<file path="src/hw/rtl/srarq_pkg.sv">
// shared types, codes and helpers for the selective-repeat arq window block
`timescale 1ns / 1ps
`default_nettype none
package srarq_pkg;

  localparam int SEQ_W   = 5;
  localparam int SLOT_W  = 4;
  localparam int CNT_W   = 5;
  localparam int DUR_W   = 16;
  localparam int OP_W    = 3;
  localparam int KIND_W  = 2;
  localparam int ACT_W   = 3;
  localparam int CFG_IDX_W = 2;

  localparam int WINDOW  = 16;

  localparam logic [CNT_W-1:0] WINDOW_CNT   = CNT_W'(WINDOW);
  localparam logic [SEQ_W-1:0] WINDOW_SEQ   = SEQ_W'(WINDOW);
  localparam logic [DUR_W-1:0] DATA_TO_RST  = 16'd3000;
  localparam logic [DUR_W-1:0] ACK_TO_RST   = 16'd1000;

  // event codes
  localparam logic [OP_W-1:0] OP_PKT_READY  = 3'd0;
  localparam logic [OP_W-1:0] OP_PHY_READY  = 3'd1;
  localparam logic [OP_W-1:0] OP_FRAME_RX   = 3'd2;
  localparam logic [OP_W-1:0] OP_ACK_TMO    = 3'd3;
  localparam logic [OP_W-1:0] OP_DATA_TMO   = 3'd4;

  // frame kinds
  localparam logic [KIND_W-1:0] KIND_DATA = 2'd0;
  localparam logic [KIND_W-1:0] KIND_ACK  = 2'd1;
  localparam logic [KIND_W-1:0] KIND_NAK  = 2'd2;

  // action codes
  localparam logic [ACT_W-1:0] ACT_SEND       = 3'd0;
  localparam logic [ACT_W-1:0] ACT_START_DATA = 3'd1;
  localparam logic [ACT_W-1:0] ACT_STOP_DATA  = 3'd2;
  localparam logic [ACT_W-1:0] ACT_START_ACK  = 3'd3;
  localparam logic [ACT_W-1:0] ACT_STOP_ACK   = 3'd4;
  localparam logic [ACT_W-1:0] ACT_STORE      = 3'd5;
  localparam logic [ACT_W-1:0] ACT_DELIVER    = 3'd6;
  localparam logic [ACT_W-1:0] ACT_STATUS     = 3'd7;

  // configuration register indexes
  localparam logic [CFG_IDX_W-1:0] CFG_DATA_TO = 2'd0;
  localparam logic [CFG_IDX_W-1:0] CFG_ACK_TO  = 2'd1;

  typedef enum logic [3:0] {
    CMD_NONE,
    CMD_LATCH,
    CMD_SET_LINE,
    CMD_PKT_STORE,
    CMD_SEND,
    CMD_START_DATA,
    CMD_STOP_ACK,
    CMD_START_ACK,
    CMD_RX_STORE,
    CMD_DELIVER,
    CMD_STOP_DATA,
    CMD_STATUS
  } cmd_op_t;

  // where the sequence number of an outgoing frame comes from
  typedef enum logic [1:0] {
    SRC_TX,
    SRC_ACK_NEXT,
    SRC_OLDEST
  } seq_src_t;

  typedef struct packed {
    cmd_op_t           op;
    logic [KIND_W-1:0] kind;
    seq_src_t          src;
  } ctl_cmd_t;

  typedef struct packed {
    logic [OP_W-1:0]   op;
    logic              ok;
    logic [KIND_W-1:0] kind;
    logic              seq_eq_ne;
    logic              rx_in_win;
    logic              seq_marked;
    logic              ne_marked;
    logic              nak_in_win;
    logic              ack_in_win;
    logic              cnt_full;
    logic              nak_allowed;
    logic              out_free;
  } dp_stat_t;

  // circular window membership, lo inclusive, hi exclusive
  function automatic logic in_window(input logic [SEQ_W-1:0] lo,
                                     input logic [SEQ_W-1:0] x,
                                     input logic [SEQ_W-1:0] hi);
    return ((lo <= x) && (x < hi)) || ((hi < lo) && (lo <= x)) ||
           ((x < hi) && (hi < lo));
  endfunction

endpackage
`default_nettype wire

</file>
<file path="src/hw/rtl/srarq_dp.sv">
// window state, config registers, arrival marks and the result register
`timescale 1ns / 1ps
`default_nettype none
module srarq_dp import srarq_pkg::*; (
  input  wire logic                 clk,
  input  wire logic                 rst_n,
  input  wire ctl_cmd_t             ctl,
  output dp_stat_t                  stat,
  input  wire logic [OP_W-1:0]      in_op,
  input  wire logic                 in_ok,
  input  wire logic [KIND_W-1:0]    in_kind,
  input  wire logic [SEQ_W-1:0]     in_seq,
  input  wire logic [SEQ_W-1:0]     in_ack,
  input  wire logic                 cfg_we,
  input  wire logic [CFG_IDX_W-1:0] cfg_idx,
  input  wire logic [DUR_W-1:0]     cfg_val,
  input  wire logic                 out_ready,
  output logic                      out_valid,
  output logic [ACT_W-1:0]          out_action,
  output logic [KIND_W-1:0]         out_kind,
  output logic [SEQ_W-1:0]          out_seq,
  output logic [SEQ_W-1:0]          out_ack,
  output logic [SLOT_W-1:0]         out_slot,
  output logic [DUR_W-1:0]          out_dur,
  output logic                      out_net,
  output logic                      out_last
);

  logic [DUR_W-1:0]  data_to_r, ack_to_r;
  logic [SEQ_W-1:0]  ou_r, nts_r, ne_r, rl_r, tx_seq_r;
  logic [CNT_W-1:0]  cnt_r;
  logic [WINDOW-1:0] marks_r;
  logic              nak_r, line_r;

  logic [OP_W-1:0]   op_r;
  logic              ok_r;
  logic [KIND_W-1:0] kind_r;
  logic [SEQ_W-1:0]  seq_r, ack_r;

  logic              out_valid_r, out_net_r, out_last_r;
  logic [ACT_W-1:0]  out_action_r;
  logic [KIND_W-1:0] out_kind_r;
  logic [SEQ_W-1:0]  out_seq_r, out_ack_r;
  logic [SLOT_W-1:0] out_slot_r;
  logic [DUR_W-1:0]  out_dur_r;

  logic              emit;
  logic [ACT_W-1:0]  r_action;
  logic [KIND_W-1:0] r_kind;
  logic [SEQ_W-1:0]  r_seq, r_ack, tx_sel, ack_next;
  logic [SLOT_W-1:0] r_slot;
  logic [DUR_W-1:0]  r_dur;
  logic              r_net, r_last;

  assign ack_next = ack_r + SEQ_W'(1);

  always_comb begin
    unique case (ctl.src)
      SRC_TX:       tx_sel = tx_seq_r;
      SRC_ACK_NEXT: tx_sel = ack_next;
      SRC_OLDEST:   tx_sel = ou_r;
      default:      tx_sel = tx_seq_r;
    endcase
  end

  // result fields for the command at hand
  always_comb begin
    emit     = 1'b1;
    r_action = ACT_STATUS;
    r_kind   = '0;
    r_seq    = '0;
    r_ack    = '0;
    r_slot   = '0;
    r_dur    = '0;
    r_net    = 1'b0;
    r_last   = 1'b0;
    unique case (ctl.op)
      CMD_PKT_STORE: begin
        r_action = ACT_STORE;
        r_slot   = nts_r[SLOT_W-1:0];
      end
      CMD_SEND: begin
        r_action = ACT_SEND;
        r_kind   = ctl.kind;
        r_ack    = ne_r - SEQ_W'(1);
        if (ctl.kind == KIND_DATA) begin
          r_seq  = tx_sel;
          r_slot = tx_sel[SLOT_W-1:0];
        end
      end
      CMD_START_DATA: begin
        r_action = ACT_START_DATA;
        r_slot   = tx_seq_r[SLOT_W-1:0];
        r_dur    = data_to_r;
      end
      CMD_STOP_ACK:  r_action = ACT_STOP_ACK;
      CMD_START_ACK: begin
        r_action = ACT_START_ACK;
        r_dur    = ack_to_r;
      end
      CMD_RX_STORE: begin
        r_action = ACT_STORE;
        r_slot   = seq_r[SLOT_W-1:0];
      end
      CMD_DELIVER: begin
        r_action = ACT_DELIVER;
        r_slot   = ne_r[SLOT_W-1:0];
      end
      CMD_STOP_DATA: begin
        r_action = ACT_STOP_DATA;
        r_slot   = ou_r[SLOT_W-1:0];
      end
      CMD_STATUS: begin
        r_net  = (cnt_r < WINDOW_CNT) && line_r;
        r_last = 1'b1;
      end
      default: emit = 1'b0;
    endcase
  end

  // window state
  always_ff @(posedge clk) begin
    if (!rst_n) begin
      data_to_r <= DATA_TO_RST;
      ack_to_r  <= ACK_TO_RST;
      ou_r      <= '0;
      nts_r     <= '0;
      ne_r      <= '0;
      rl_r      <= WINDOW_SEQ;
      cnt_r     <= '0;
      marks_r   <= '0;
      nak_r     <= 1'b1;
      line_r    <= 1'b0;
    end else begin
      if (cfg_we) begin
        if (cfg_idx == CFG_DATA_TO) data_to_r <= cfg_val;
        if (cfg_idx == CFG_ACK_TO)  ack_to_r  <= cfg_val;
      end
      unique case (ctl.op)
        CMD_SET_LINE: line_r <= 1'b1;
        CMD_PKT_STORE: begin
          cnt_r <= cnt_r + CNT_W'(1);
          nts_r <= nts_r + SEQ_W'(1);
        end
        CMD_SEND: begin
          line_r <= 1'b0;
          if (ctl.kind == KIND_NAK) nak_r <= 1'b0;
        end
        CMD_RX_STORE: marks_r[seq_r[SLOT_W-1:0]] <= 1'b1;
        CMD_DELIVER: begin
          marks_r[ne_r[SLOT_W-1:0]] <= 1'b0;
          nak_r <= 1'b1;
          ne_r  <= ne_r + SEQ_W'(1);
          rl_r  <= rl_r + SEQ_W'(1);
        end
        CMD_STOP_DATA: begin
          if (cnt_r != '0) cnt_r <= cnt_r - CNT_W'(1);
          ou_r <= ou_r + SEQ_W'(1);
        end
        default: ;
      endcase
    end
  end

  // latched event and frame fields, payload only
  always_ff @(posedge clk) begin
    if (ctl.op == CMD_LATCH) begin
      op_r   <= in_op;
      ok_r   <= in_ok;
      kind_r <= in_kind;
      seq_r  <= in_seq;
      ack_r  <= in_ack;
    end
    if (ctl.op == CMD_PKT_STORE) tx_seq_r <= nts_r;
    if (ctl.op == CMD_SEND)      tx_seq_r <= tx_sel;
  end

  // output register
  always_ff @(posedge clk) begin
    if (!rst_n) begin
      out_valid_r <= 1'b0;
    end else if (emit) begin
      out_valid_r <= 1'b1;
    end else if (out_ready) begin
      out_valid_r <= 1'b0;
    end
  end

  always_ff @(posedge clk) begin
    if (emit) begin
      out_action_r <= r_action;
      out_kind_r   <= r_kind;
      out_seq_r    <= r_seq;
      out_ack_r    <= r_ack;
      out_slot_r   <= r_slot;
      out_dur_r    <= r_dur;
      out_net_r    <= r_net;
      out_last_r   <= r_last;
    end
  end

  assign out_valid  = out_valid_r;
  assign out_action = out_action_r;
  assign out_kind   = out_kind_r;
  assign out_seq    = out_seq_r;
  assign out_ack    = out_ack_r;
  assign out_slot   = out_slot_r;
  assign out_dur    = out_dur_r;
  assign out_net    = out_net_r;
  assign out_last   = out_last_r;

  always_comb begin
    stat.op          = op_r;
    stat.ok          = ok_r;
    stat.kind        = kind_r;
    stat.seq_eq_ne   = (seq_r == ne_r);
    stat.rx_in_win   = in_window(ne_r, seq_r, rl_r);
    stat.seq_marked  = marks_r[seq_r[SLOT_W-1:0]];
    stat.ne_marked   = marks_r[ne_r[SLOT_W-1:0]];
    stat.nak_in_win  = in_window(ou_r, ack_next, nts_r);
    stat.ack_in_win  = in_window(ou_r, ack_r, nts_r);
    stat.cnt_full    = (cnt_r >= WINDOW_CNT);
    stat.nak_allowed = nak_r;
    stat.out_free    = !out_valid_r || out_ready;
  end

endmodule
`default_nettype wire

</file>
<file path="src/hw/rtl/srarq_ctrl.sv">
// sequencer that walks one event through its run of actions
`timescale 1ns / 1ps
`default_nettype none
module srarq_ctrl import srarq_pkg::*; (
  input  wire logic     clk,
  input  wire logic     rst_n,
  input  wire logic     in_valid,
  output logic          in_ready,
  input  wire dp_stat_t stat,
  output ctl_cmd_t      ctl
);

  typedef enum logic [3:0] {
    S_IDLE,
    S_DISPATCH,
    S_TX_SEND,
    S_TX_START,
    S_TX_STOP,
    S_RX_MARK,
    S_DLV_CHECK,
    S_DLV_ACK,
    S_ACK_SCAN,
    S_STATUS
  } state_t;

  state_t            state_r, state_nxt, ret_r, ret_nxt;
  logic [KIND_W-1:0] tx_kind_r, tx_kind_nxt;
  seq_src_t          tx_src_r, tx_src_nxt;
  cmd_op_t           op;

  always_comb begin
    state_nxt   = state_r;
    ret_nxt     = ret_r;
    tx_kind_nxt = tx_kind_r;
    tx_src_nxt  = tx_src_r;
    op          = CMD_NONE;
    if (state_r == S_IDLE) begin
      if (in_valid) begin
        op        = CMD_LATCH;
        state_nxt = S_DISPATCH;
      end
    end else if (stat.out_free) begin
      unique case (state_r)
        S_DISPATCH: begin
          state_nxt = S_STATUS;
          unique case (stat.op)
            OP_PKT_READY: begin
              if (!stat.cnt_full) begin
                op          = CMD_PKT_STORE;
                tx_kind_nxt = KIND_DATA;
                tx_src_nxt  = SRC_TX;
                ret_nxt     = S_STATUS;
                state_nxt   = S_TX_SEND;
              end
            end
            OP_PHY_READY: op = CMD_SET_LINE;
            OP_FRAME_RX: begin
              if (!stat.ok) begin
                if (stat.nak_allowed) begin
                  tx_kind_nxt = KIND_NAK;
                  ret_nxt     = S_STATUS;
                  state_nxt   = S_TX_SEND;
                end
              end else if (stat.kind == KIND_DATA) begin
                state_nxt = S_RX_MARK;
                if (!stat.seq_eq_ne && stat.nak_allowed) begin
                  tx_kind_nxt = KIND_NAK;
                  ret_nxt     = S_RX_MARK;
                  state_nxt   = S_TX_SEND;
                end else if (stat.seq_eq_ne) begin
                  op = CMD_START_ACK;
                end
              end else if (stat.kind == KIND_NAK && stat.nak_in_win) begin
                tx_kind_nxt = KIND_DATA;
                tx_src_nxt  = SRC_ACK_NEXT;
                ret_nxt     = S_ACK_SCAN;
                state_nxt   = S_TX_SEND;
              end else begin
                state_nxt = S_ACK_SCAN;
              end
            end
            OP_ACK_TMO: begin
              tx_kind_nxt = KIND_ACK;
              ret_nxt     = S_STATUS;
              state_nxt   = S_TX_SEND;
            end
            OP_DATA_TMO: begin
              tx_kind_nxt = KIND_DATA;
              tx_src_nxt  = SRC_OLDEST;
              ret_nxt     = S_STATUS;
              state_nxt   = S_TX_SEND;
            end
            default: ;
          endcase
        end
        S_TX_SEND: begin
          op        = CMD_SEND;
          state_nxt = (tx_kind_r == KIND_DATA) ? S_TX_START : S_TX_STOP;
        end
        S_TX_START: begin
          op        = CMD_START_DATA;
          state_nxt = S_TX_STOP;
        end
        S_TX_STOP: begin
          op        = CMD_STOP_ACK;
          state_nxt = ret_r;
        end
        S_RX_MARK: begin
          if (stat.rx_in_win && !stat.seq_marked) begin
            op        = CMD_RX_STORE;
            state_nxt = S_DLV_CHECK;
          end else begin
            state_nxt = S_ACK_SCAN;
          end
        end
        S_DLV_CHECK: begin
          if (stat.ne_marked) begin
            op        = CMD_DELIVER;
            state_nxt = S_DLV_ACK;
          end else begin
            state_nxt = S_ACK_SCAN;
          end
        end
        S_DLV_ACK: begin
          op        = CMD_START_ACK;
          state_nxt = S_DLV_CHECK;
        end
        S_ACK_SCAN: begin
          if (stat.ack_in_win) begin
            op = CMD_STOP_DATA;
          end else begin
            state_nxt = S_STATUS;
          end
        end
        S_STATUS: begin
          op        = CMD_STATUS;
          state_nxt = S_IDLE;
        end
        default: state_nxt = S_IDLE;
      endcase
    end
  end

  always_ff @(posedge clk) begin
    if (!rst_n) begin
      state_r   <= S_IDLE;
      ret_r     <= S_STATUS;
      tx_kind_r <= KIND_DATA;
      tx_src_r  <= SRC_TX;
    end else begin
      state_r   <= state_nxt;
      ret_r     <= ret_nxt;
      tx_kind_r <= tx_kind_nxt;
      tx_src_r  <= tx_src_nxt;
    end
  end

  assign in_ready = (state_r == S_IDLE);

  always_comb begin
    ctl.op   = op;
    ctl.kind = tx_kind_r;
    ctl.src  = tx_src_r;
  end

endmodule
`default_nettype wire

</file>
<file path="src/hw/rtl/selective_repeat_arq_window.sv">
// top level of the selective-repeat arq window controller
`timescale 1ns / 1ps
`default_nettype none
// Window control for a selective-repeat ARQ link with 5-bit sequence numbers
// and a 16-frame window. Each input beat is one event (packet ready, physical
// layer ready, received frame, ack timeout, data timeout); the block answers
// with a run of action beats (send DATA/ACK/NAK, start or stop a timer, store
// or deliver a payload slot) that always ends in one status beat with tlast
// set, carrying the network-enable flag. A sequencer issues at most one action
// per clock into a single output register, and none while that register is
// full and unaccepted. Besides its actions, an event passes through the accept
// step, the dispatch step when it issues no action itself, and the decision
// steps that close the store, deliver and release steps. The longest run, an
// in-order received frame that delivers and releases a full window, is 3*16+3
// beats. A new event is taken as soon as the status beat sits in the output
// register. The receive marks are flip-flops cleared by reset, so no clearing
// pass is needed.
// Configuration writes (0 data timeout, 1 ack timeout, other indexes ignored)
// are always taken and must only come while the block is idle.
module selective_repeat_arq_window import srarq_pkg::*; (
  input  wire logic                 clk,
  input  wire logic                 rst_n,
  // in_tdata: frame_seq[4:0], ack_num[9:5], zero fill
  input  wire logic                 in_tvalid,
  output logic                      in_tready,
  input  wire logic [15:0]          in_tdata,
  // in_tuser: operation[2:0], frame_ok[3], frame_kind[5:4]
  input  wire logic [5:0]           in_tuser,
  // out_tdata: send_seq[4:0], send_ack[9:5], slot[13:10], duration[29:14],
  //            net_enable[30], zero fill
  output logic                      out_tvalid,
  input  wire logic                 out_tready,
  output logic [31:0]               out_tdata,
  // out_tuser: action[2:0], send_kind[4:3]
  output logic [4:0]                out_tuser,
  output logic                      out_tlast,
  // configuration writes
  input  wire logic                 cfg_valid,
  output logic                      cfg_ready,
  input  wire logic [CFG_IDX_W-1:0] cfg_index,
  input  wire logic [DUR_W-1:0]     cfg_data
);

  ctl_cmd_t          ctl;
  dp_stat_t          stat;
  logic [ACT_W-1:0]  action;
  logic [KIND_W-1:0] send_kind;
  logic [SEQ_W-1:0]  send_seq, send_ack;
  logic [SLOT_W-1:0] slot;
  logic [DUR_W-1:0]  duration;
  logic              net_enable;

  // register writes never stall
  assign cfg_ready = 1'b1;

  srarq_ctrl u_ctrl (
    .clk      (clk),
    .rst_n    (rst_n),
    .in_valid (in_tvalid),
    .in_ready (in_tready),
    .stat     (stat),
    .ctl      (ctl)
  );

  srarq_dp u_dp (
    .clk        (clk),
    .rst_n      (rst_n),
    .ctl        (ctl),
    .stat       (stat),
    .in_op      (in_tuser[2:0]),
    .in_ok      (in_tuser[3]),
    .in_kind    (in_tuser[5:4]),
    .in_seq     (in_tdata[4:0]),
    .in_ack     (in_tdata[9:5]),
    .cfg_we     (cfg_valid & cfg_ready),
    .cfg_idx    (cfg_index),
    .cfg_val    (cfg_data),
    .out_ready  (out_tready),
    .out_valid  (out_tvalid),
    .out_action (action),
    .out_kind   (send_kind),
    .out_seq    (send_seq),
    .out_ack    (send_ack),
    .out_slot   (slot),
    .out_dur    (duration),
    .out_net    (net_enable),
    .out_last   (out_tlast)
  );

  // pack result fields, lowest field first
  assign out_tdata = {1'b0, net_enable, duration, slot, send_ack, send_seq};
  assign out_tuser = {send_kind, action};

endmodule
`default_nettype wire

</file>
<file path="config.mk">
export PLATFORM = sky130hd
export DESIGN_NAME = selective_repeat_arq_window
export DESIGN_NICKNAME = d
export VERILOG_FILES = /design/src/hw/rtl/srarq_pkg.sv /design/src/hw/rtl/srarq_dp.sv /design/src/hw/rtl/srarq_ctrl.sv /design/src/hw/rtl/selective_repeat_arq_window.sv
export SDC_FILE = /design/constraint.sdc
export NUM_CORES = 1
export LEC_CHECK = 0
export BUFFER_PORTS_ARGS = -buffer_cell sky130_fd_sc_hd__buf_2
export CAP_MARGIN = 10
export CELL_PAD_IN_SITES_DETAIL_PLACEMENT = 0
export CELL_PAD_IN_SITES_GLOBAL_PLACEMENT = 1
export CORE_MARGIN = 4
export CORE_UTILIZATION = 49
export DETAILED_ROUTE_END_ITERATION = 8
export PLACE_DENSITY_LB_ADDON = 0.1
export SYNTH_ARGS = -nofsm -noshare
export SYNTH_HDL_FRONTEND = slang
export SYNTH_SLANG_ARGS = --single-unit
</file>
<file path="constraint.sdc">
create_clock -name clk -period 7.5 [get_ports clk]
set_clock_uncertainty 0.2 [all_clocks]
set_input_delay 0.375 -clock clk [delete_from_list [all_inputs] [get_ports clk]]
set_output_delay 0.375 -clock clk [all_outputs]
set_load 0.02 [all_outputs]
</file>
==> results.md, run 1 <==
- The flow ran to the end, and the final reports show no timing, DRC or antenna violations.
- The buffering stage count on the worst path with inverters included is 1.
- The clock input transition at the sequential cells of the worst setup and hold paths is about 60 ps.
- For this run, the detailed router's first-pass iteration total came to 5.
- The setup total negative slack is 0 ps.
- The global routing met1 resource utilization is between 30% and 40%.
- The buffer count from post-CTS setup fixing is 0.
- The busiest layer in global routing is met2.
- In the post-synthesis netlist, the biggest area contributors are sky130_fd_sc_hd__dfxtp_1 22%, sky130_fd_sc_hd__edfxtp_1 22%, sky130_fd_sc_hd__ha_1 7.4%, sky130_fd_sc_hd__nand2_1 5.5%, sky130_fd_sc_hd__mux2i_1 3.8%.
- The peak ir drop on the vdd network is 0.162 mV.
- Traced cell by cell, the critical path runs through inv_1, ha_1, and4_1, nand4_1, o211ai_1, nand3b_1, a21oi_1, or3_1, nand3_2.
- Setup repair after global routing left no endpoint under its margin.
- STA classifies the critical path endpoint as a flip-flop.
- The post-route fraction of the period consumed by the critical path is 59.9%.
- In the global route stage, overall resource usage came out at 23.3%.
- The commonest register cell after synthesis is sky130_fd_sc_hd__dfxtp_1.
- The H-tree was split into 4 levels.
- The number of global-route vias before repair is roughly 6500.
- The starting density of the core is roughly half.
- The total area inside the core boundary comes to 15900 um2.
- For met3 alone, demand over resource in global routing was under 10%.
- The final estimated routing congestion in global placement is 0.895.
- After detailed routing, the number of vias per cell comes to 5.79.
- For this design, the slowest cell found on the critical path is sky130_fd_sc_hd__nand3_2.
- The die covers between 15000 and 20000 um2.
- Dividing total power by cell area gives a power density of 298 nW/um2.
- The global-route wire length before repair is 33.6 mm.
- The number of flops mapped to enable cells by yosys is 58.
- The post-placement cell area is 8440 um2.
- The cell depth of the worst flop-to-flop path is 9.
- At the pin with the least slew margin, the transition time is around 1000 ps.
- In this run the worst hold path is classified as in2reg.
- The startpoint identified for the worst register-to-register timing path is u_dp.seq_r[3]$_DFFE_PN_.
- In the final routed layout, each cell accounts on average for 18.2 um.
- The relative slew slack is 31.1%.
- The total standard cell area after synthesis is 7970 um2.
- For the worst-skew pair, the clock arrives at the later sink with an insertion delay of 430 ps.
- After clock tree synthesis, the repair step resized 0 gates.
- The start-to-end type of the worst setup path is reg2reg.
- Of the cells placed in the final design, the portion with a size suffix greater than 1 is 16.2%.
- The share of synthesized flip-flops with an asynchronous set or reset is 0%.
- The combinational share of power is 29.0%.
- The total area of sequential cells is 3480 um2.
- The endpoint identified for the worst register-to-register timing path is u_dp.out_seq[4]$_SDFFCE_PN0P_.
- The tool flagged a number of max-cap violations equal to 0.
- In this design, the stage delay of the slowest critical-path cell is 740 ps.
- The top-area cell type share of the netlist area is 21.9%.
- After detailed routing, the number of remaining DRC violations is 0.
- The clock passes through at most 2 buffers.
- The total clock sinks is between 100 and 150.
- The TritonCTS clock tree is yes.
- The post-route antenna net violation count is 0.
- The area of all placed cells without fillers is between 9000 and 10000 um2.
- Along the worst hold path, the cell count comes to 3.
- From synthesis to final layout, the design area changed by 17.3%.
- The number of buffer cells added on primary ports is 77.
- Sequential elements use 43.7% of the synthesized area.
- The number of antenna violations at the first check in global routing is 0.
- The count of cell types in the netlist is 73.
- The final critical-path required period is 4490 ps.
- The half-perimeter wire length after placement is 14.8 mm.
- In the final layout, the multi-input gates occupy 4110 um2.
- The worst hold path begins at cfg_data[2].
- The maximum fanout along the worst path is 37.
- The number of endpoints with negative hold slack in the final report came to 0.
- Detailed routing inserted a total of 6722 vias.
- The final count of negative-setup-slack endpoints is 0.
- The total power consumption of the routed design is 2.79 mW.
- For this run the aggregate overflow at the end of global routing stands at 0.
- The internal power of the cells totals between 1.5 and 2 mW.
- The worst setup path is launched from a flip-flop.
- The largest total area in the synthesized netlist belongs to sky130_fd_sc_hd__dfxtp_1.
- The count of warnings emitted by yosys is 0.
- The CTS root buffer is sky130_fd_sc_hd__clkbuf_16.
- The fill cell total of the finished layout is 1404.
- The slack of the worst reg-to-reg path is ~3000 ps.
- The number of nets in the synthesized netlist is 941.
- The post-synthesis cell count is roughly 850.
- In this run the static leakage power is 3.63 nW.
- By count the netlist is led by 117 x sky130_fd_sc_hd__nand2_1, 87 x sky130_fd_sc_hd__dfxtp_1, 69 x sky130_fd_sc_hd__nor2_1, 58 x sky130_fd_sc_hd__edfxtp_1, 55 x sky130_fd_sc_hd__a21oi_1.
- STA puts the critical path data arrival time at 4340 ps.
- Among all cell types in the netlist, the one instantiated most often is sky130_fd_sc_hd__nand2_1.
- The met2 layer usage reported by global route is a little under two fifths.
- At the end of the flow, the number of nets in the layout was between 1000 and 1500.
- The die is 135 um wide.
- Among cell families on the critical path, the largest total delay comes from simple AND/OR/NAND/NOR gates.
- The launch point of the critical path is u_dp.seq_r[3]$_DFFE_PN_.
- The die outline height is 135 um.
- The mean post-synth cell area is 9.38 um2.
- After detailed routing, the total wire length is ~21 mm.
- Timing would allow up to 223 MHz.
- The switching power as a share of total power is 35.8%.
- The path with the worst hold slack has its endpoint at u_dp.data_to_r[2]$_SDFFE_PN0P_.
- The boundary pin count is 86.
- TritonCTS created 17 clock buffers.
- Of the total power, the clock network draws 31.1%.
- The antenna diode count is 0.
- The power dissipated by switching net loads is 0.999 mW.
- Registers are responsible for 40.0% of the overall power.
- The row count is 46.
- The number of max-slew violations in the final report was 0.
- Synthesis inferred around 150 register bits.
- The worst endpoint required time is 7350 ps.
- The pin count of the biggest net entering global routing is around 40.
- The starting DRC count in detailed routing is 558.
-- how the worst max path moves through the flow --
stage,slack (ps),end,depth (start not counted)
after floorplan,3360,u_dp.out_ack[0]$_SDFFCE_PN0P_,10
after global placement,3080,u_dp.out_ack[4]$_SDFFCE_PN0P_,9
after detailed placement,3010,u_dp.out_ack[2]$_SDFFCE_PN0P_,9
after CTS,2980,u_dp.out_seq[4]$_SDFFCE_PN0P_,9
after global routing,2750,u_dp.out_seq[4]$_SDFFCE_PN0P_,9
final,3010,u_dp.out_seq[4]$_SDFFCE_PN0P_,9
-- metal layers --
metal | share of wire [%] | vias up
li1 | - | 3235
met2 | 47 | 209
met3 | 5.3 | 39
met1 | 45 | 3239
met4 | 2.0 | 0
met5 | 0 | -
-- power by group through the flow --
stage                     sequential [mW]  clock (mW)  combinational (mW)
after floorplan                      1.17           0               0.500
after global placement               1.12           0               0.771
after detailed placement             1.13           0               0.786
after CTS                            1.11       0.876               0.803
after global routing                 1.13       0.912               0.887
final                                1.11       0.866               0.807
-- placed cells by master (no fill, tap or decap), types with 5 or more instances in the layout --
master,count
sky130_fd_sc_hd__nand2_1,117
sky130_fd_sc_hd__o21ai_0,30
sky130_fd_sc_hd__nor2b_1,11
sky130_fd_sc_hd__a31oi_1,9
sky130_fd_sc_hd__nand3b_1,6
sky130_fd_sc_hd__mux2_2,6
sky130_fd_sc_hd__and2_1,5
sky130_fd_sc_hd__a21oi_1,55
sky130_fd_sc_hd__ha_1,47
sky130_fd_sc_hd__nor3_1,9
sky130_fd_sc_hd__edfxtp_1,58
sky130_fd_sc_hd__o31ai_1,8
sky130_fd_sc_hd__a211oi_1,11
sky130_fd_sc_hd__buf_2,77
sky130_fd_sc_hd__o211ai_1,10
sky130_fd_sc_hd__xnor2_1,20
sky130_fd_sc_hd__clkbuf_16,18
sky130_fd_sc_hd__or3_1,7
sky130_fd_sc_hd__nand2b_1,11
sky130_fd_sc_hd__dfxtp_1,87
sky130_fd_sc_hd__mux2i_1,30
sky130_fd_sc_hd__nor4_1,7
sky130_fd_sc_hd__dlygate4sd3_1,29
sky130_fd_sc_hd__a221o_1,6
sky130_fd_sc_hd__a22oi_1,9
sky130_fd_sc_hd__a21o_1,8
sky130_fd_sc_hd__nor2_1,68
sky130_fd_sc_hd__or2_2,6
sky130_fd_sc_hd__nand3_1,28
sky130_fd_sc_hd__mux4_2,8
sky130_fd_sc_hd__inv_1,42
sky130_fd_sc_hd__nand4_1,12
-- registers in the layout (all words and copies together), names as in the netlist, 5 cells and up --
name            flops
u_dp.ack_r          5
u_dp.marks_r       16
u_dp.out_dur       16
u_dp.out_ack        5
u_dp.cnt_r          5
u_dp.ne_r           5
u_dp.ou_r           5
u_dp.seq_r          5
u_dp.rl_r           5
u_dp.out_seq        5
u_dp.ack_to_r      16
u_dp.tx_seq_r       5
u_dp.nts_r          5
u_dp.data_to_r     16
-- cell type report --
class	count	area share [%]
tap	216	2.89
timing repair buffer	111	7.61
clock inverter	13	1.61
sequential	145	37.3
inverter	45	1.81
clock buffer	19	4.86
multi-input combinational	612	43.9
-- worst register-to-register path, cell delays in order, from the launching register on --
cell and delay [ps]:
sky130_fd_sc_hd__edfxtp_1 680, sky130_fd_sc_hd__inv_1 230, sky130_fd_sc_hd__ha_1 350, sky130_fd_sc_hd__and4_1 280
sky130_fd_sc_hd__nand4_1 190, sky130_fd_sc_hd__o211ai_1 530, sky130_fd_sc_hd__nand3b_1 250, sky130_fd_sc_hd__a21oi_1 150
sky130_fd_sc_hd__or3_1 490, sky130_fd_sc_hd__nand3_2 740
-- cells by family (layout without fill, tap and decap cells) --
| kind of cell | after synthesis | count (layout) | share of synthesized area [%] |
|---|---|---|---|
| and+or+nand+nor | 313 | 313 | 19.1 |
| DFF | 145 | 145 | 43.7 |
| buffers and inverters | 92 | 188 | 4.82 |
| other | 2 | 2 | 0.0943 |
| AOI/OAI and AO/OA | 184 | 184 | 15.5 |
| adders and majority gates | 47 | 47 | 7.38 |
| muxes | 44 | 44 | 6.88 |
| xor gates and xnor gates | 22 | 22 | 2.42 |
-- through the flow --
step / hold WS, ps / cells / util (%) / setup WS, ps
finish: 10.3 / 1161 / 58.8 / 3010
global route: 17.2 / 1161 / 58.8 / 2750
CTS: 0.508 / 1160 / 58.8 / 2980
detailed placement: 247 / 1099 / 53.2 / 3010
global placement: 241 / 1099 / 53.2 / 3080
floorplan: 230 / 849 / - / 3360
-- repair_timing --
action,CTS,global route
setup endpoints to repair,0,0
endpoints found under the hold margin,39,0
hold buffers,29,0
(Power assumes the default switching activity.)
==> run 2: changes to the inputs <==
Settings changed: ABC_AREA set to 1, CORE_UTILIZATION 49 to 44.
Clock period 7.5 ns to 4.45 ns, I/O delays scaled along.
==> run 2 against run 1 <==
  * Core utilization decreased by 4.8 points
  * Wire length grew 7.2%
  * Via count is 7.4% higher
  * Die area up 10%
  * Flip-flop and latch count unchanged
  * Worst hold slack gained 70 ps
  * Setup slack got worse by 2500 ps
  * Clock-buffer cell count is 1 lower
  * Critical path depth increased by 8
  * Fmax increased by 15%
  * Total power up 60%
  * Synthesized cell count up 19%
  * Critical path type unchanged
==> results.md, run 2 <==
- The area of all placed cells without fillers was 9440 um2 (+1.1%).
- The worst endpoint required time was 4510 ps (-2840 ps).
- The starting density of the core is 45.4% (-4.7 points).
- The top achievable clock speed is 257 MHz (+15%).
- Grouping stages by cell kind, the critical path spends the most delay in simple AND/OR/NAND/NOR gates.
- The leading cell type in the layout, fill and taps excluded is sky130_fd_sc_hd__nand2_1.
- The antenna diode count is 0 (unchanged).
- The number of global-route vias before repair was 6861 (+6.3%).
- The post-synthesis cell count was 1009 (+19%).
- The die outline area is 20200 um2 (+10%).
- The final estimated routing congestion in global placement came to 0.893 (-0.30%).
- The signal on the critical path passes through inv_2, ha_1, nand2_1, nor3b_1, buf_4, nand2_1, nand2_1, a21oi_1, nand2_1, nand2_1, nand2_2, nand2_1, nor2_2, inv_1, o22ai_1, nor2_1, o221ai_1.
- The post-placement cell area is 8550 um2 (+1.3%).
- In the layout the commonest cells are 223 x sky130_fd_sc_hd__nand2_1, 118 x sky130_fd_sc_hd__inv_1, 115 x sky130_fd_sc_hd__nor2_1.
- The total clock sinks is 145 (unchanged).
- The path category of the worst min-delay check is in2reg.
- The clock latency on the worst-skew pair came to 440 ps (about the same).
- The sum of routed wire length over all layers is 22.6 mm (+7.2%).
- The most instantiated library cell after synthesis is sky130_fd_sc_hd__nand2_1.
- The number of buffer cells added on primary ports is 77 (unchanged).
- The slack of the worst reg-to-reg path is 550 ps (-2460 ps).
- The part of the total power dissipated in the clock network was 31.7% (+0.6 points).
- The minimum setup slack after placement came to 615 ps (-2390 ps).
- Sorting the synthesized cells by area gives the leading types as sky130_fd_sc_hd__dfxtp_1 22%, sky130_fd_sc_hd__edfxtp_1 22%, sky130_fd_sc_hd__nand2_1 11%, sky130_fd_sc_hd__ha_1 7.4%, sky130_fd_sc_hd__inv_1 5.6%.
- The top cell type by total area after synthesis is sky130_fd_sc_hd__dfxtp_1.
- The final critical-path required period is 3900 ps (-592 ps).
- The via-per-instance ratio was 5.30 (-8.4%).
- The cell area power density is 471 nW/um2 (+58%).
- The post-synth net total is 1101 (+17%).
- For this design, the slowest cell found on the critical path is sky130_fd_sc_hd__nor2_2.
- The count of cells resized by post-cts repair came to 0 (unchanged).
- The number of antenna violations at the first check in global routing is 0 (unchanged).
- The boundary pin count is 86 (unchanged).
- The row count is 48 (+4.3%).
- The share of the core filled with cells in the final layout is 54.0% (-4.8 points).
- The post-detailed-route DRC marker count was 0 (unchanged).
- The mean post-synth cell area is 7.87 um2 (-16%).
- The pin count of the biggest net entering global routing is 61 (+49%).
- The floorplan die width is 142 um (+5.0%).
- The sequential cell area fraction in the yosys report is 43.9% (+0.16 points).
- The run finished with clean final reports.
- The slew of the pin with the lowest slew margin came to 1050 ps (+19.6 ps).
- The fill cell total of the finished layout was 1681 (+20%).
- The number of maximum-capacitance constraint violations is 0 (unchanged).
- The commonest cells after synthesis are 224 x sky130_fd_sc_hd__nand2_1, 118 x sky130_fd_sc_hd__inv_1, 116 x sky130_fd_sc_hd__nor2_1, 87 x sky130_fd_sc_hd__dfxtp_1, 66 x sky130_fd_sc_hd__o21ai_0.
- The maximum fanout along the worst path came to 19 (-49%).
- The number of nets in the final layout is 1215 (+19%).
- The sequential share of power came to 39.7% (-0.3 points).
- The global-route wire length before repair came to 36.2 mm (+7.8%).
- The number of endpoints with negative hold slack in the final report was 0 (unchanged).
- The via count of the routed design is 7218 (+7.4%).
- The leakage power figure was 4.26 nW (+17%).
- TritonCTS built the clock tree.
- The relative slew slack is 29.8% (-1.3 points).
- The count of warnings emitted by yosys is 0 (unchanged).
- The clock tree buffer depth is 2 (unchanged).
- The die outline height is 142 um (+5.0%).
- The internal power of the cells is 2.76 mW (+55%).
- The clock input transition at the sequential cells of the worst setup and hold paths came to 70 ps (about the same).
- For this run, the leading register cell type out of synthesis is sky130_fd_sc_hd__dfxtp_1.
- The combinational share of power is 28.6% (-0.4 points).
- The final count of negative-setup-slack endpoints was 0 (unchanged).
- CTS placed an instance of sky130_fd_sc_hd__clkbuf_16 at the clock tree root.
- The switching power as a share of total power is 37.9% (+2.1 points).
- The growth of design area from synthesis to finish is 19.0%.
- The share of synthesized flip-flops with an asynchronous set or reset is 0% (unchanged).
- The post-route antenna net violation count came to 0 (unchanged).
- The count of placed standard cells including taps came to 1297 (+18%).
- The routed wirelength normalized by instance count is 16.6 um (-8.6%).
- The number of buffers added to fix hold violations after cts is 32 (+10%).
- The tightest hold margin is 80.6 ps (+70.3 ps).
- The buffering stage count on the worst path with inverters included is 3 (+2).
- The number of flops mapped to enable cells by yosys came to 58 (unchanged).
- The peak ir drop on the vdd network is 0.295 mV (+83%).
- The worst setup path is launched from a flip-flop.
- The total clock buffers created by CTS is 17 (unchanged).
- The share of post-route cells with drive strength above 1 came to 15.1% (-1.1 points).
- The setup total negative slack was 0 ps (unchanged).
- The area of the placeable core is 17500 um2 (+10%).
- Among the stages of the critical path, the cell type that occurs most often is sky130_fd_sc_hd__nand2_1.
- The number of max-slew violations in the final report is 0 (unchanged).
- The post-route fraction of the period consumed by the critical path is 87.6% (+28 points).
- The arrival time at the worst endpoint is 3960 ps (-380 ps).
- The power dissipated by switching net loads is 1.69 mW (+69%).
- The total standard cell area after synthesis is 7940 um2 (-0.36%).
- The total of flip-flops plus latches after synthesis is 145 (unchanged).
- The top-area cell type share of the netlist area is 21.9% (+0.079 points).
- The type of element capturing the critical path is a flip-flop.
- The filler-free cell count of the finished design is 1361 (+17%).
- The total power consumption of the routed design was 4.45 mW (+60%).
- Setup repair after global routing left no endpoint under its margin.
- The H-tree depth reported by CTS is 4 (unchanged).
- The count of cell types in the netlist was 48 (-34%).
- The worst setup path is of the reg2reg kind.
- The buffer count from post-CTS setup fixing was 0 (unchanged).
- The total global-route track usage is 22.6% (-0.65 points).
- The worst path setup slack after routing is 553 ps (-2460 ps).
- The global-route congestion overflow total is 0 (unchanged).
- The half-perimeter wire length after placement came to 15.7 mm (+6.3%).
- The starting DRC count in detailed routing is 603 (+8.1%).
- The total iterations of the first detailed-routing run is 5 (unchanged).
- The stage delay of the slowest cell on the critical path came to 800 ps (+60 ps).
-- run 2: kinds of logic (layout without fill, tap and decap cells) --
logic type               Yosys count  count (layout)  synth area share, %
adder cells (fa/ha/maj)           47              47                 7.41
XOR/XNOR                           5               5                0.552
other                              2               2               0.0946
buffers and inverters            167             294                 8.73
AND/OR/NAND/NOR                  455             455                 24.6
flip-flops                       145             145                 43.9
AO/OA/AOI/OAI                    188             188                 14.7
-- run 2: worst paths after layout --
kind                                 start                             to  depth (start not counted)
max                u_dp.seq_r[1]$_DFFE_PN_     u_dp.out_slot[1]$_DFFE_PP_                         17
min                           cfg_index[1]  u_dp.ack_to_r[8]$_SDFFE_PN1P_                          5
max reg2reg        u_dp.seq_r[1]$_DFFE_PN_     u_dp.out_slot[1]$_DFFE_PP_                         17
min reg2reg  u_dp.ack_to_r[8]$_SDFFE_PN1P_  u_dp.ack_to_r[8]$_SDFFE_PN1P_                          2
-- run 2: worst min-delay path: cells and delay by family --
kind          cells  cell delay (ps)
buf+inv           2              280
simple gates      3              170
-- run 2: routing by layer --
layer | vias up | global-route usage [%] | share of wire, %
met2 | 183 | 36.2 | 46
met3 | 22 | 4.27 | 4.8
met1 | 3400 | 31.6 | 48
met5 | - | 0 | 0
met4 | 0 | 6.00 | 1.4
li1 | 3613 | - | -
-- run 2: layout make-up --
type,instances,area [um2],share of cell area (%)
Sequential cell,145,3480,36.9
Multi-Input combinational cell,697,3760,39.9
Timing Repair Buffer,125,826,8.74
Clock inverter,14,145,1.54
Inverter,137,514,5.45
Clock buffer,18,429,4.54
Tap cell,225,282,2.98
-- run 2: power groups by stage --
stage / Clock (mW) / Combinational [mW] / Sequential, mW
2_1_floorplan: 0 / 0.725 / 1.89
3_3_place_gp: 0 / 1.25 / 1.79
3_5_place_dp: 0 / 1.25 / 1.79
4_1_cts: 1.43 / 1.27 / 1.77
5_1_grt: 1.49 / 1.42 / 1.79
6_report: 1.41 / 1.27 / 1.77
